===== src/design/color_timeline_interpolator_unit_macros.svh =====
// ----------------------------------------------------------------------------
// Assertion macros for the color timeline interpolator
// Shared checks; each use expects clk and rst in scope.
// ----------------------------------------------------------------------------
`ifndef COLOR_TIMELINE_INTERPOLATOR_UNIT_MACROS_SVH
`define COLOR_TIMELINE_INTERPOLATOR_UNIT_MACROS_SVH

// Condition holds at every clock edge outside reset
`define CTIU_ASSERT_ALWAYS(label, cond, msg) \
  label: assert property (@(posedge clk) disable iff (rst) (cond)) else $error(msg);

// Antecedent implies consequent in the same cycle
`define CTIU_ASSERT_IMPLY(label, ante, cons, msg) \
  label: assert property (@(posedge clk) disable iff (rst) (ante) |-> (cons)) else $error(msg);

`endif


===== src/design/ctiu_pkg.sv =====
// ----------------------------------------------------------------------------
// ctiu_pkg
// Shared constants, types and helpers of the color timeline interpolator.
// ----------------------------------------------------------------------------
`default_nettype none

package ctiu_pkg;

  // Key point storage
  localparam int POINT_SLOTS    = 6;
  localparam int MAX_POINTS_DEF = 6;
  localparam int SLOT_W         = 3;
  localparam int POINT_W        = 32;
  localparam int COUNT_W        = 3;

  // Configuration port
  localparam int CFG_IDX_W  = 3;
  localparam int CFG_DATA_W = 32;

  // Register indexes
  localparam logic [CFG_IDX_W-1:0] REG_POINT_COUNT = 3'd0;
  localparam logic [CFG_IDX_W-1:0] REG_POINT_FIRST = 3'd1;
  localparam logic [CFG_IDX_W-1:0] REG_POINT_LAST  = 3'd6;

  // Register reset values
  localparam logic [COUNT_W-1:0] COUNT_RESET = 3'd3;
  localparam logic [POINT_SLOTS-1:0][POINT_W-1:0] POINT_RESET = {
    32'h0000_0000, 32'h0000_0000, 32'h0000_0000,
    32'hFFFF_00FF, 32'h7F66_FF66, 32'h00FF_00FF
  };

  // Datapath widths
  localparam int TIME_W  = 16;
  localparam int COLOR_W = 24;
  localparam int CHAN_W  = 8;
  localparam int NUM_W   = 24;
  localparam int RATIO_W = 8;
  localparam int PROD_W  = 16;
  localparam int SUM_W   = 17;

  typedef logic [POINT_SLOTS-1:0][POINT_W-1:0] point_table_t;

  // Item traveling through the ratio divider
  typedef struct packed {
    logic [NUM_W-1:0]   rem;
    logic [TIME_W-1:0]  den;
    logic [RATIO_W-1:0] quo;
    logic [COLOR_W-1:0] lcol;
    logic [COLOR_W-1:0] rcol;
  } div_t;

  // Widen the 8-bit key time to 16 bits (t * 257)
  function automatic logic [TIME_W-1:0] point_time(input logic [POINT_W-1:0] p);
    return {p[31:24], p[31:24]};
  endfunction

endpackage

`default_nettype wire


===== src/design/color_timeline_interpolator_unit.sv =====
// Throughput: one time value per cycle; the 8-stage ratio divider, two
// search stages and two blend stages each hold one item.
// While a finished result waits on the outputs, empty stages still fill;
// the input stalls only once every stage holds an item.
// Reset (rst, synchronous): empties the pipeline and loads the default
// point count and key point table.
// ----------------------------------------------------------------------------
// color_timeline_interpolator_unit
// Piecewise linear color gradient over up to six configured key points.
// ----------------------------------------------------------------------------
`default_nettype none
`include "color_timeline_interpolator_unit_macros.svh"

module color_timeline_interpolator_unit #(
  parameter int MAX_POINTS = ctiu_pkg::MAX_POINTS_DEF
) (
  input  wire logic                              clk,
  input  wire logic                              rst,
  input  wire logic                              cfg_write,
  input  wire logic [ctiu_pkg::CFG_IDX_W-1:0]    cfg_index,
  input  wire logic [ctiu_pkg::CFG_DATA_W-1:0]   cfg_data,
  input  wire logic                              in_valid,
  output logic                                   in_ready,
  input  wire logic [ctiu_pkg::TIME_W-1:0]       time_progress,
  output logic                                   out_valid,
  input  wire logic                              out_ready,
  output logic [ctiu_pkg::CHAN_W-1:0]            red,
  output logic [ctiu_pkg::CHAN_W-1:0]            green,
  output logic [ctiu_pkg::CHAN_W-1:0]            blue
);

  logic [ctiu_pkg::COUNT_W-1:0]  point_count;
  ctiu_pkg::point_table_t        points;

  logic                          seg_valid;
  logic                          seg_ready;
  ctiu_pkg::div_t                seg_item;
  logic                          div_valid;
  logic                          div_ready;
  ctiu_pkg::div_t                div_item;
  logic [ctiu_pkg::COLOR_W-1:0]  color;

  // Configuration registers
  always_ff @(posedge clk) begin
    if (rst) begin
      point_count <= ctiu_pkg::COUNT_RESET;
      points      <= ctiu_pkg::POINT_RESET;
    end else if (cfg_write) begin
      if (cfg_index == ctiu_pkg::REG_POINT_COUNT) begin
        point_count <= cfg_data[ctiu_pkg::COUNT_W-1:0];
      end else if (cfg_index <= ctiu_pkg::REG_POINT_LAST) begin
        points[cfg_index - ctiu_pkg::REG_POINT_FIRST] <= cfg_data;
      end
    end
  end

  ctiu_seg_select #(
    .MAX_POINTS(MAX_POINTS)
  ) u_seg (
    .clk          (clk),
    .rst          (rst),
    .point_count  (point_count),
    .points       (points),
    .in_valid     (in_valid),
    .in_ready     (in_ready),
    .time_progress(time_progress),
    .seg_valid    (seg_valid),
    .seg_ready    (seg_ready),
    .seg_item     (seg_item)
  );

  ctiu_ratio_div u_div (
    .clk      (clk),
    .rst      (rst),
    .in_valid (seg_valid),
    .in_ready (seg_ready),
    .in_item  (seg_item),
    .out_valid(div_valid),
    .out_ready(div_ready),
    .out_item (div_item)
  );

  ctiu_blend u_blend (
    .clk      (clk),
    .rst      (rst),
    .in_valid (div_valid),
    .in_ready (div_ready),
    .in_item  (div_item),
    .out_valid(out_valid),
    .out_ready(out_ready),
    .color    (color)
  );

  assign red   = color[23:16];
  assign green = color[15:8];
  assign blue  = color[7:0];

  `CTIU_ASSERT_IMPLY(a_no_stall_when_drained, out_ready, in_ready, "input stalled while output drains")

endmodule

`default_nettype wire


===== src/design/ctiu_seg_select.sv =====
// ----------------------------------------------------------------------------
// ctiu_seg_select
// Two-stage segment search: find the first segment holding the time, then
// form the ratio numerator 255*(t-left) and the span right-left.
// ----------------------------------------------------------------------------
`default_nettype none

module ctiu_seg_select #(
  parameter int MAX_POINTS = ctiu_pkg::MAX_POINTS_DEF
) (
  input  wire logic                                clk,
  input  wire logic                                rst,
  input  wire logic [ctiu_pkg::COUNT_W-1:0]        point_count,
  input  wire ctiu_pkg::point_table_t              points,
  input  wire logic                                in_valid,
  output logic                                     in_ready,
  input  wire logic [ctiu_pkg::TIME_W-1:0]         time_progress,
  output logic                                     seg_valid,
  input  wire logic                                seg_ready,
  output ctiu_pkg::div_t                           seg_item
);

  localparam logic [ctiu_pkg::SLOT_W-1:0] N_MAX = ctiu_pkg::SLOT_W'(MAX_POINTS);
  localparam logic [ctiu_pkg::SLOT_W-1:0] N_MIN = ctiu_pkg::SLOT_W'(2);

  // Stage A registers
  logic                            a_valid;
  logic [ctiu_pkg::TIME_W-1:0]     a_time;
  logic [ctiu_pkg::SLOT_W-1:0]     a_lidx;
  logic [ctiu_pkg::SLOT_W-1:0]     a_ridx;
  logic                            a_hit;
  logic                            a_ready;

  // Stage A search results
  logic [ctiu_pkg::SLOT_W-1:0]     n_eff;
  logic [ctiu_pkg::SLOT_W-1:0]     lidx_next;
  logic [ctiu_pkg::SLOT_W-1:0]     ridx_next;
  logic                            hit_next;

  // Stage B datapath
  logic [ctiu_pkg::POINT_W-1:0]    lp;
  logic [ctiu_pkg::POINT_W-1:0]    rp;
  logic [ctiu_pkg::TIME_W-1:0]     lt;
  logic [ctiu_pkg::TIME_W-1:0]     rt;
  logic [ctiu_pkg::TIME_W-1:0]     span;
  logic [ctiu_pkg::TIME_W-1:0]     t_off;
  ctiu_pkg::div_t                  item_next;

  // Clamp the point count into the usable range
  always_comb begin
    if (point_count < N_MIN) begin
      n_eff = N_MIN;
    end else if (point_count > N_MAX) begin
      n_eff = N_MAX;
    end else begin
      n_eff = point_count;
    end
  end

  // Pick the first segment that holds the time; clamp to an end otherwise
  always_comb begin
    hit_next  = 1'b0;
    lidx_next = '0;
    for (int i = MAX_POINTS - 2; i >= 0; i--) begin
      if ((ctiu_pkg::SLOT_W'(i + 1) < n_eff) &&
          (time_progress >= ctiu_pkg::point_time(points[i])) &&
          (time_progress <= ctiu_pkg::point_time(points[i + 1]))) begin
        hit_next  = 1'b1;
        lidx_next = ctiu_pkg::SLOT_W'(i);
      end
    end
    if (hit_next) begin
      ridx_next = lidx_next + 1'b1;
    end else begin
      if (time_progress < ctiu_pkg::point_time(points[0])) begin
        lidx_next = '0;
      end else begin
        lidx_next = n_eff - 1'b1;
      end
      ridx_next = lidx_next;
    end
  end

  // Stage handshakes
  assign a_ready  = !a_valid || seg_ready || !seg_valid;
  assign in_ready = a_ready;

  // Stage A: hold the chosen segment
  always_ff @(posedge clk) begin
    if (rst) begin
      a_valid <= 1'b0;
    end else if (a_ready) begin
      a_valid <= in_valid;
    end
  end

  always_ff @(posedge clk) begin
    if (in_valid && a_ready) begin
      a_time <= time_progress;
      a_lidx <= lidx_next;
      a_ridx <= ridx_next;
      a_hit  <= hit_next;
    end
  end

  // Stage B: numerator and span of the chosen segment
  always_comb begin
    lp    = points[a_lidx];
    rp    = points[a_ridx];
    lt    = ctiu_pkg::point_time(lp);
    rt    = ctiu_pkg::point_time(rp);
    span  = rt - lt;
    t_off = a_time - lt;
    item_next.quo  = '0;
    item_next.lcol = lp[ctiu_pkg::COLOR_W-1:0];
    item_next.rcol = rp[ctiu_pkg::COLOR_W-1:0];
    if (a_hit && (span != '0)) begin
      item_next.rem = {t_off, 8'h00} - {8'h00, t_off};
      item_next.den = span;
    end else begin
      item_next.rem = '0;
      item_next.den = ctiu_pkg::TIME_W'(1);
    end
  end

  always_ff @(posedge clk) begin
    if (rst) begin
      seg_valid <= 1'b0;
    end else if (!seg_valid || seg_ready) begin
      seg_valid <= a_valid;
    end
  end

  always_ff @(posedge clk) begin
    if (a_valid && (!seg_valid || seg_ready)) begin
      seg_item <= item_next;
    end
  end

endmodule

`default_nettype wire


===== src/design/ctiu_ratio_div.sv =====
// ----------------------------------------------------------------------------
// ctiu_ratio_div
// Pipelined restoring divider: one quotient bit per stage, eight stages,
// giving the 8-bit blend ratio with the colors carried alongside.
// ----------------------------------------------------------------------------
`default_nettype none
`include "color_timeline_interpolator_unit_macros.svh"

module ctiu_ratio_div (
  input  wire logic           clk,
  input  wire logic           rst,
  input  wire logic           in_valid,
  output logic                in_ready,
  input  wire ctiu_pkg::div_t in_item,
  output logic                out_valid,
  input  wire logic           out_ready,
  output ctiu_pkg::div_t      out_item
);

  localparam int STEPS = ctiu_pkg::RATIO_W;

  ctiu_pkg::div_t stage     [STEPS];
  ctiu_pkg::div_t stage_src [STEPS];
  ctiu_pkg::div_t stage_next[STEPS];
  logic           vld       [STEPS];
  logic           src_vld   [STEPS];
  logic           rdy       [STEPS];

  for (genvar k = 0; k < STEPS; k++) begin : g_step
    localparam int BIT = STEPS - 1 - k;

    logic [ctiu_pkg::NUM_W-1:0] den_sh;

    // Pick the stage source
    if (k == 0) begin : g_first
      assign stage_src[k] = in_item;
      assign src_vld[k]   = in_valid;
    end else begin : g_rest
      assign stage_src[k] = stage[k-1];
      assign src_vld[k]   = vld[k-1];
    end

    // Ready when empty or the next stage takes the current item
    if (k == STEPS - 1) begin : g_last_rdy
      assign rdy[k] = !vld[k] || out_ready;
    end else begin : g_mid_rdy
      assign rdy[k] = !vld[k] || rdy[k+1];
    end

    // Compare and subtract the shifted divisor
    always_comb begin
      den_sh        = ctiu_pkg::NUM_W'(stage_src[k].den) << BIT;
      stage_next[k] = stage_src[k];
      if (stage_src[k].rem >= den_sh) begin
        stage_next[k].rem      = stage_src[k].rem - den_sh;
        stage_next[k].quo[BIT] = 1'b1;
      end
    end

    always_ff @(posedge clk) begin
      if (rst) begin
        vld[k] <= 1'b0;
      end else if (rdy[k]) begin
        vld[k] <= src_vld[k];
      end
    end

    always_ff @(posedge clk) begin
      if (src_vld[k] && rdy[k]) begin
        stage[k] <= stage_next[k];
      end
    end
  end

  assign in_ready  = rdy[0];
  assign out_valid = vld[STEPS-1];
  assign out_item  = stage[STEPS-1];

  `CTIU_ASSERT_IMPLY(a_den_nonzero, in_valid, in_item.den != '0, "divider fed a zero span")
  `CTIU_ASSERT_IMPLY(a_rem_below_den, out_valid, out_item.rem < ctiu_pkg::NUM_W'(out_item.den), "remainder not below span")

endmodule

`default_nettype wire


===== src/design/ctiu_blend.sv =====
// ----------------------------------------------------------------------------
// ctiu_blend
// Channel blend: multiply stage, then sum and divide by 255 into the
// output register.
// ----------------------------------------------------------------------------
`default_nettype none
`include "color_timeline_interpolator_unit_macros.svh"

module ctiu_blend (
  input  wire logic                          clk,
  input  wire logic                          rst,
  input  wire logic                          in_valid,
  output logic                               in_ready,
  input  wire ctiu_pkg::div_t                in_item,
  output logic                               out_valid,
  input  wire logic                          out_ready,
  output logic [ctiu_pkg::COLOR_W-1:0]       color
);

  localparam int CHANS = 3;

  logic                         m_valid;
  logic                         m_ready;
  logic                         s_ready;
  logic [ctiu_pkg::PROD_W-1:0]  pl  [CHANS];
  logic [ctiu_pkg::PROD_W-1:0]  pr  [CHANS];
  logic [ctiu_pkg::SUM_W-1:0]   sum [CHANS];
  logic [ctiu_pkg::SUM_W-1:0]   adj [CHANS];
  logic [ctiu_pkg::RATIO_W-1:0] inv;

  assign s_ready  = !out_valid || out_ready;
  assign m_ready  = !m_valid || s_ready;
  assign in_ready = m_ready;
  assign inv      = 8'd255 - in_item.quo;

  // Multiply stage: weight left and right channels
  always_ff @(posedge clk) begin
    if (rst) begin
      m_valid <= 1'b0;
    end else if (m_ready) begin
      m_valid <= in_valid;
    end
  end

  always_ff @(posedge clk) begin
    if (in_valid && m_ready) begin
      for (int c = 0; c < CHANS; c++) begin
        pl[c] <= ctiu_pkg::PROD_W'(in_item.lcol[8*c +: 8]) * ctiu_pkg::PROD_W'(inv);
        pr[c] <= ctiu_pkg::PROD_W'(in_item.rcol[8*c +: 8]) *
                 ctiu_pkg::PROD_W'(in_item.quo);
      end
    end
  end

  // Sum and divide by 255 as (x + 1 + x/256) / 256
  always_comb begin
    for (int c = 0; c < CHANS; c++) begin
      sum[c] = ctiu_pkg::SUM_W'(pl[c]) + ctiu_pkg::SUM_W'(pr[c]);
      adj[c] = sum[c] + ctiu_pkg::SUM_W'(1) + ctiu_pkg::SUM_W'(sum[c][16:8]);
    end
  end

  always_ff @(posedge clk) begin
    if (rst) begin
      out_valid <= 1'b0;
    end else if (s_ready) begin
      out_valid <= m_valid;
    end
  end

  always_ff @(posedge clk) begin
    if (m_valid && s_ready) begin
      for (int c = 0; c < CHANS; c++) begin
        color[8*c +: 8] <= adj[c][15:8];
      end
    end
  end

  `CTIU_ASSERT_IMPLY(a_sum_range, m_valid, (sum[0] <= 17'd65025) && (sum[1] <= 17'd65025) && (sum[2] <= 17'd65025), "blend sum out of range")

endmodule

`default_nettype wire

===== config.mk =====
export PLATFORM = sky130hd
export DESIGN_NAME = color_timeline_interpolator_unit
export DESIGN_NICKNAME = d
export VERILOG_FILES = /design/src/design/ctiu_pkg.sv /design/src/design/color_timeline_interpolator_unit.sv /design/src/design/ctiu_seg_select.sv /design/src/design/ctiu_ratio_div.sv /design/src/design/ctiu_blend.sv
export VERILOG_INCLUDE_DIRS = /design/src /design/src/design
export SDC_FILE = /design/constraint.sdc
export NUM_CORES = 2
export LEC_CHECK = 0
export ABC_AREA = 1
export BUFFER_PORTS_ARGS = -buffer_cell sky130_fd_sc_hd__buf_2
export CAP_MARGIN = 20
export CORE_ASPECT_RATIO = 1.5
export CORE_MARGIN = 8
export CORE_UTILIZATION = 32
export DETAILED_ROUTE_END_ITERATION = 10
export GPL_TIMING_DRIVEN = 1
export SLEW_MARGIN = 25
export SYNTH_ARGS = -nofsm -noshare
export SYNTH_HDL_FRONTEND = slang
export SYNTH_SLANG_ARGS = --single-unit

===== constraint.sdc =====
create_clock -name clk -period 15.6 [get_ports clk]
set_input_delay 2.34 -clock clk [delete_from_list [all_inputs] [get_ports clk]]
set_output_delay 2.34 -clock clk [all_outputs]
set_load 0.01 [all_outputs]

==> summary.txt <==
Status
  – Outcome: completed

Floorplan
  – Ports: 82
  – Die area: 225000 µm²
  – Die Span X: just under 400 µm
  – Starting Density: 32.0%
  – Core Rows: just over 200
  – Core Area: roughly 210000 µm²
  – Die H: ~580 µm

Synth
  – Top post-synthesis cells by area: edfxtp_1 42%, ha_1 10%, fa_1 6.8%
  – Net Count, Synth: 7819
  – Synth warn: 0
  – Top cell type by total area after synthesis: edfxtp_1
  – Synthesized area: 67100 µm²
  – Synth Flop Type: edfxtp_1
  – Post-synthesis instance total: 6985
  – Synth Area per Inst: a little under 10 µm²
  – Share of flip-flops with an asynchronous set or reset: 0%
  – Number of distinct library cells after synthesis: 70
  – Sequential fraction of the synthesis area: 48.0%
  – Count of state elements after synthesis: roughly 1100
  – Synth top area share: 42.0%
  – Number of synthesized flops with an enable pin: 939

Place
  – Final HPWL DP: 111000 µm
  – Buffers on Ports: 81
  – Final GP Congestion: 0.909

Setup path
  – R2R setup slack: 10.00 ns
  – Critical Path RT: 13.26 ns
  – Worst Path Max Fanout: 5
  – CP startpoint: out_ready
  – Worst Setup EP: in_ready
  – Crit path launch type: input port
  – RR Endpoint: u_seg.seg_item[88]
  – WS Path Type: in -> out
  – CP arrival: around 5.0 ns
  – Reg-to-reg startpoint: u_seg.a_lidx[0]
  – R2R cell count: 22
  – CP Capture Type: primary output

STA
  – Rel. slew slack: 25.5%
  – Max-slew violations: 0
  – Max Fclk: between 100 and 150 MHz
  – Final setup TNS: 0 ns
  – Worst-margin pin slew: 1.09 ns
  – Setup Viol. Count Final: 0
  – Final Cycle Share: between 40% and 50%
  – Final hold violation count: 0
  – Worst hold slack: 0.412 ns
  – RSZ-0062 raised after global routing: false
  – Clock Skews: between 0.04 and 0.05 ns
  – Final min period: 7.31 ns

Route
  – Initial DRC count: around 2700
  – Post-route ant nets: 0
  – Total number of vias: 47036
  – Wire per inst: 15.1 µm
  – Vias per cell: 4.74
  – First drt pass iteration count: 5
  – Drt drc: 0
  – Routed wire length: 150000 µm

Clocking
  – CTS Hold Bufs: 0
  – CTS H-tree lvls: 3
  – Clock transition at path regs: about 0.060 ns
  – Root Buffer: clkbuf_16
  – Clock latency on the worst-skew pair: ~0.74 ns
  – Post-CTS Setup Inserts: 0
  – Resized Gates After CTS: 0
  – CTS Sinks: 1138
  – CTS tree: done
  – CTS buffer count: 110
  – Longest Clk Path Bufs: 3

Layout
  – Syn-to-layout area delta: 10.6%
  – Fillers: 20910
  – Nets: 7843
  – Commonest cells after routing, fill and taps aside: 1117 x nand2_1, 1065 x inv_1, 939 x edfxtp_1, 671 x nor2_1, 621 x o21ai_0
  – Commonest non-fill, non-tap cell in the layout: nand2_1
  – Share of post-route cells with drive strength above 1: roughly 6.2%

Power
  – Pwr/cell area: 96.8 nW/µm²
  – Peak supply drop: 96.1 µV
  – Pwr Total: 7.18 mW
  – Static Leakage: 31.9 nW

Hold path
  – Hold_sp: u_div.stage[0][129]
  – Hold Path Depth: 0
  – Hold Crit Class: reg -> reg

Global routing
  – Initial antenna violation count: 8
  – Gr usage total: 13.0%
  – Vias in the first global route: 47922
  – Grt ovf: 0
  – Largest net degree at the start of global routing: 100
  – First-pass GRT wire length: roughly 240000 µm

Run
  – MaxCap Viol Count: 0
## critical path: stages
cell and delay (ns):
buf_2 0.10, nor2_2 0.28, inv_2 0.06, nor2_1 0.21, inv_2 0.11, nor2_2 0.12
nand2_1 0.13, nor2_4 0.18, nand2_2 0.08, nor2_1 0.11, nand2_1 0.10, nor2_2 0.21
nand3_1 0.17, nor2_1 0.42, inv_1 0.16, buf_2 0.18
## metrics by stage
step / worst slack (ns) / instance area, µm² / util (%) / std cells
after floorplan: 8.30 / 67100 / - / 6985
after global routing: 8.05 / 74200 / 35.4 / 9915
final: 8.29 / 74200 / 35.4 / 9917
after global placement: 8.23 / 70500 / 33.7 / 9705
after CTS: 8.24 / 74200 / 35.4 / 9914
after detailed placement: 8.24 / 70500 / 33.7 / 9705
## flip-flops by register name, summed over array words and instances, names as in the netlist
name,count
u_blend.pr,48
u_seg.a_hit,1
u_seg.a_lidx,3
u_blend.pl,48
u_blend.color,24
u_seg.seg_valid,1
u_seg.a_valid,1
u_div.stage,700
u_seg.a_time,16
point_count,3
u_seg.a_ridx,3
points,192
u_blend.m_valid,1
u_seg.seg_item,88
u_blend.out_valid,1
u_div.vld,8
## power by group
group	switching, mW	internal (mW)
clock network	1.17	1.47
registers	0.0456	3.38
logic	0.754	0.361
total	1.97	5.21
## per-layer routing
layer | vias up | track usage, % | part of all wire [%] | wire length (µm)
li1 | 23298 | - | - | -
met2 | 1199 | 24.5 | 52 | 77300
met3 | 362 | 1.48 | 4.6 | 6830
met5 | - | 0 | 0.033 | 49
met1 | 22169 | 14.6 | 39 | 58700
met4 | 8 | 6.29 | 4.6 | 6810
## cells by family after synthesis
family                   Yosys count  synth area share [%]
AO/OA/AOI/OAI                   1308                  10.5
XOR/XNOR                         259                  3.44
adder cells (fa/ha/maj)          778                  17.1
buffers and inverters           1299                  7.39
flip-flops                      1138                  48.0
multiplexers                       1                0.0168
AND/OR/NAND/NOR                 2202                  13.6
## worst min-delay path by stage
stage	slack, ns	to
floorplan	0.40	u_div.stage[0][0]
global placement	0.40	u_div.stage[0][342]
detailed placement	0.40	u_div.stage[0][104]
CTS	0.40	u_div.stage[0][303]
global route	0.40	u_div.stage[0][201]
finish	0.41	u_div.stage[0][225]
## cells in the mapped netlist, types with 11 or more instances
master / instances
nand2_1: 1117
inv_1: 1075
edfxtp_1: 939
nor2_1: 679
o21ai_0: 621
ha_1: 550
a21oi_1: 496
fa_1: 228
dfxtp_1: 199
nand3_1: 184
xor2_1: 150
clkbuf_1: 149
xnor2_1: 105
o211ai_1: 52
nor3_1: 50
nand4_1: 43
nand2_2: 32
a31oi_1: 26
buf_1: 25
nor2_2: 20
clkbuf_2: 17
nor4_1: 17
a21o_1: 14
buf_2: 14
o21bai_1: 14
nand3b_1: 13
o21ai_1: 11
or2_2: 11
## layout make-up
class / instances / area, µm² / area share, %
diodes: 3 / 7.51 / 0.0101
clock buffers: 139 / 2900 / 3.92
clock inverters: 70 / 736 / 0.992
inverters: 1088 / 4090 / 5.52
multi-input cells: 4548 / 30000 / 40.5
flip-flops and latches: 1138 / 32200 / 43.4
well taps: 2808 / 3510 / 4.74
repair buffers: 123 / 724 / 0.977
No activity file was read; power rests on OpenSTA's default activity.
